File: src/sv/bcd_pkg.sv
// bcd_pkg: types, widths and constants for the brightness/chroma distortion pipeline
// no dependencies; imported by the interfaces and every module
package bcd_pkg;

	typedef struct packed {
		logic [7:0]  pixel_blue;
		logic [7:0]  pixel_green;
		logic [7:0]  pixel_red;
		logic [15:0] weight_blue;
		logic [15:0] weight_green;
		logic [15:0] weight_red;
		logic [15:0] mean_blue;
		logic [15:0] mean_green;
		logic [15:0] mean_red;
		logic [15:0] spread_blue;
		logic [15:0] spread_green;
		logic [15:0] spread_red;
	} in_item_t;

	typedef struct packed {
		logic [15:0] brightness_distortion;
		logic [23:0] chroma_distortion;
		logic [31:0] brightness_denominator;
	} out_item_t;

	localparam int NCH = 3;

	// restoring divider: dividend bits, divisor bits
	localparam int DIV_NW = 41;
	localparam int DIV_DW = 32;

	// integer square root: root bits, radicand bits
	localparam int SQ_OW = 25;
	localparam int SQ_IW = 2 * SQ_OW;

	// front stages, divider, two square/sum stages, root, output register
	localparam int LAT = 4 + DIV_NW + 2 + SQ_OW + 1;

	localparam logic [15:0] BRIGHT_MAX = 16'hFFFF;
	localparam logic [23:0] CHROMA_MAX = 24'hFFFFFF;
	localparam logic [31:0] DENOM_MAX  = 32'hFFFFFFFF;
	localparam logic [31:0] DENOM_ONE  = 32'd256;

endpackage

File: src/sv/bcd_sqrt.sv
// bcd_sqrt: pipelined floor integer square root, one root bit per stage
// depends on bcd_pkg
module bcd_sqrt import bcd_pkg::*; (
	input  logic             clk,
	input  logic             en,
	input  logic [SQ_IW-1:0] val,
	output logic [SQ_OW-1:0] root
);

	logic [SQ_OW:0]   rem_s  [SQ_OW];
	logic [SQ_OW-1:0] root_s [SQ_OW];
	logic [SQ_IW-1:0] val_s  [SQ_OW];

	for (genvar i = 0; i < SQ_OW; i++) begin : g_stage
		logic [SQ_OW:0]   rem_in;
		logic [SQ_OW-1:0] root_in;
		logic [SQ_IW-1:0] val_in;
		logic [SQ_OW+2:0] sh;
		logic [SQ_OW+2:0] trial;
		logic             ge;

		if (i == 0) begin : g_first
			assign rem_in  = '0;
			assign root_in = '0;
			assign val_in  = val;
		end else begin : g_next
			assign rem_in  = rem_s[i-1];
			assign root_in = root_s[i-1];
			assign val_in  = val_s[i-1];
		end

		assign sh    = {rem_in, val_in[SQ_IW-1:SQ_IW-2]};
		assign trial = {1'b0, root_in, 2'b01};
		assign ge    = (sh >= trial);

		always_ff @(posedge clk) begin
			if (en) begin
				rem_s[i]  <= ge ? (SQ_OW+1)'(sh - trial) : sh[SQ_OW:0];
				root_s[i] <= {root_in[SQ_OW-2:0], ge};
				val_s[i]  <= {val_in[SQ_IW-3:0], 2'b00};
			end
		end
	end

	assign root = root_s[SQ_OW-1];

endmodule
File: config.mk
export PLATFORM = sky130hd
export DESIGN_NAME = bcd_sqrt
export DESIGN_NICKNAME = d
export VERILOG_FILES = /design/src/sv/bcd_pkg.sv /design/src/sv/bcd_sqrt.sv
export SDC_FILE = /design/constraint.sdc
export NUM_CORES = 2
export LEC_CHECK = 0
export BUFFER_PORTS_ARGS = -buffer_cell sky130_fd_sc_hd__buf_2
export CORE_MARGIN = 3
export CORE_UTILIZATION = 64
export DETAILED_ROUTE_END_ITERATION = 10
export PLACE_DENSITY = 0.81
export SLEW_MARGIN = 25
export SYNTH_ARGS = -nofsm -noshare
export SYNTH_HDL_FRONTEND = slang
export SYNTH_SLANG_ARGS = --single-unit
File: constraint.sdc
create_clock -name clk -period 3.85 [get_ports clk]
set_input_delay 0.5775 -clock clk [delete_from_list [all_inputs] [get_ports clk]]
set_output_delay 0.5775 -clock clk [all_outputs]
set_load 0.01 [all_outputs]
==> qor.txt <==
Reg-to-Reg End -> rem_s[5][76]
CP Capture Point -> rem_s[5][76]
Yosys reg bits -> 1514
Max-slew violations -> 0
IO Pins -> 77
Core Region -> 108000 um^2
Largest net degree at the start of global routing -> 118
Vias in the first global route -> 41700
Crit end category -> flop
Critical-path cell list -> ha_1 > nor2b_1 > o31a_1 > o41a_1 > o211ai_1 > a21oi_1 > a31oi_1 > o21ai_0 > a2111oi_0 > xor2_1
Seq pwr share -> 49.2%
F_max -> 288 MHz
Most common cell after layout, fill and taps aside -> edfxtp_1
Maximum VDD drop -> 0.470 mV
Setup crit start kind -> flop
TritonCTS clock tree -> yes
Arr. time, crit path -> 3940 ps
Post-cts sizing count -> 0
EDFF count, synth -> 1514
Cell family with most CP delay -> compound AO/OA/AOI/OAI gates
Cts bufs inserted -> 151
CTS H-tree depth -> 4
Hold Fails Final Rpt -> 0
DR DRC count -> 0
Iteration-0 DRC count of the detailed router -> 3635
Slowest CP cell -> a2111oi_0
TritonRoute pass-1 iters -> 6
Vias post-DR -> 41800
Die X -> 336 um
DP Wirelength -> 92800 um
Relative max-transition margin -> 40.5%
Nets -> 5997
Global-route wire length before repair -> 215000 um
Fin Setup TNS -> 0 ps
Layout Utilization -> 72.4%
Worst-Margin Slew -> 893 ps
Unrepaired setup endpoints after global routing -> no
Status -> finished clean
Netlist Area Pre-Place -> 69900 um^2
Worst Skew -> 22.5 ps
Switching Fraction -> 27.1%
Hold Crit Class -> input pin to flop
Design Power -> 44.7 mW
Register area share after synthesis -> 65.0%
Max Fanout on Critical Path -> 5
Synthesized instance count -> 5324
Reg2Reg Setup Slack -> 380 ps
Crit. Startpoint -> rem_s[5][26]
Total GRT Usage -> 23.9%
Worst endpoint required time -> 4320 ps
Clk_lat worst skew -> 750 ps
Core Rows -> 120
Routed WL -> 135000 um
Psw -> 12.1 mW
Yosys top cell area share -> 65.0%
MaxCap Viol Count -> 0
Internal -> 32.6 mW
Antenna Violating Nets Remaining -> 0
Async SR Flop Fraction -> 0%
Period utilization -> 90.1%
Final setup viols -> 0
Post-route minimum period -> 3470 ps
Port Buf Inserts -> 76
Number of diodes -> 0
Post-synth top area cell -> edfxtp_1
Initial antenna violation count -> 0
Buf/Inv on CP -> 0
Die area -> 113000 um^2
Syn Area/Cell -> 13.1 um^2
Synth Flop Type -> edfxtp_1
Commonest cells after routing, fill and taps aside -> 1514 x edfxtp_1, 412 x inv_1, 353 x nand2_1
Cell Pwr Density -> 575 nW/um^2
Area growth, synth to finish -> 11.4%
Syn nets -> 5728
Leak pwr -> 30.2 nW
CTS Sinks -> 1514
Largest cells by area after synthesis -> edfxtp_1 65%, ha_1 6.3%, xnor2_1 3.3%, xor2_1 2.7%, a21oi_1 2.3%
Clock Power Share -> 32.2%
Clock root buffer master -> clkbuf_16
Synth unique cells -> 88
RePlAce Congestion -> 0.911
Crit Reg-Reg Startpoint -> rem_s[5][26]
Die height -> 336 um
Grt ovf -> 0
Drt wl/cell -> 18.9 um
Max Root-Sink Buffers -> 3
Synthesis Warnings -> 0
Clock-pin slew on the worst setup and hold paths -> 60 ps
Reg2Reg Depth -> 10
Part of the power in combinational logic -> 18.5%
Layout cell share with drive strength beyond 1 -> 8.70%
Initial Util -> 64.9%
Critical path type -> flop to flop
Via density -> 5.88
Worst path max stage delay -> 580 ps
Crit. path cell count -> 10
==> sequential cells by signal, summed over array words and instances, names as in the netlist <==
name    flops
rem_s     589
root_s    325
val_s     600
==> layer usage <==
layer  part of all wire [%]  wire [um]  track usage (%)  vias up
met5                      0          0                0        -
met2                     52      70500             43.3     1178
met3                    4.4       5990             3.45      310
met1                     40      53700             29.2    20100
met4                    3.4       4550             8.92        0
li1                       -          -                -    20300
==> final cells by class <==
type	count	area, um^2
Sequential cell	1514	45500
Fill cell	6780	29800
Multi-Input combinational cell	3308	22600
Clock buffer	169	3890
Tap cell	1403	1760
Timing Repair Buffer	205	1670
Inverter	413	1550
Clock inverter	102	998
==> how the worst min path moves through the flow <==
stage | start | endpoint | slack [ps] | cells after the start
detailed placement | val_s[0][52] | val_s[0][102] | 400 | 0
global placement | val_s[5][141] | val_s[5][191] | 400 | 0
floorplan | val_s[0][50] | val_s[0][100] | 400 | 0
global route | val[17] | val_s[0][17] | 8 | 1
finish | val[17] | val_s[0][17] | 50 | 1
CTS | val[17] | val_s[0][17] | 3 | 1
==> cell usage after synthesis (all sizes together), types with 12 or more instances <==
cell type and count:
o211ai 17, a21o 135, nand3 91, or2 26, or3 54, and3 29
nand3b 29, nand2b 74, a21boi 12, a211oi 30, xor2 214, xnor2 260
edfxtp 1514, o31ai 32, a21oi 322, o21a 78, nor3b 12, and2 18
o21bai 23, buf 12, ha 352, nor2b 55, nor3 139, inv 413
nand4 50, nor4 56, or4 27, clkbuf 77, nor2 333, mux2 45
a31oi 37, nand2 353, o21ai 262
==> power groups by stage <==
stage	registers, mW	logic [mW]	clock network [mW]
finish	22.0	8.30	14.4
floorplan	21.8	6.13	0
global route	22.2	9.30	15.4
global placement	22.3	7.96	0
detailed placement	22.4	8.11	0
CTS	22.0	8.26	14.7
==> per-stage QoR <==
step | hold WS, ps | instance area [um^2] | worst slack [ps] | cells
after floorplan | 400 | 69900 | 737 | 5324
final | 46.1 | 77900 | 383 | 7114
after global placement | 400 | 72500 | 499 | 6796
after global routing | 8.27 | 77900 | 155 | 7114
after CTS | 2.77 | 77900 | 452 | 7114
after detailed placement | 405 | 72500 | 467 | 6796
==> cells by family after synthesis <==
kind of cell             synth area share, %
AND/OR/NAND/NOR                         9.88
AO/OA/AOI/OAI                           9.27
other                                0.00537
multiplexers                           0.840
XOR/XNOR                                5.94
adder cells (fa/ha/maj)                 6.30
flip-flops                              65.0
buffers and inverters                   2.72
==> repair_timing <==
action                    CTS  global route
setup buffers               0             0
hold buffers               47             0
hold endpoints to repair   47             0
==> worst reg2reg max path: stages, from the launching register on <==
cell,delay [ps]
edfxtp_1,390
ha_1,360
nor2b_1,160
o31a_1,280
o41a_1,360
o211ai_1,270
a21oi_1,220
a31oi_1,290
o21ai_0,170
a2111oi_0,580
xor2_1,120
Power figures use the tool's default switching activity.
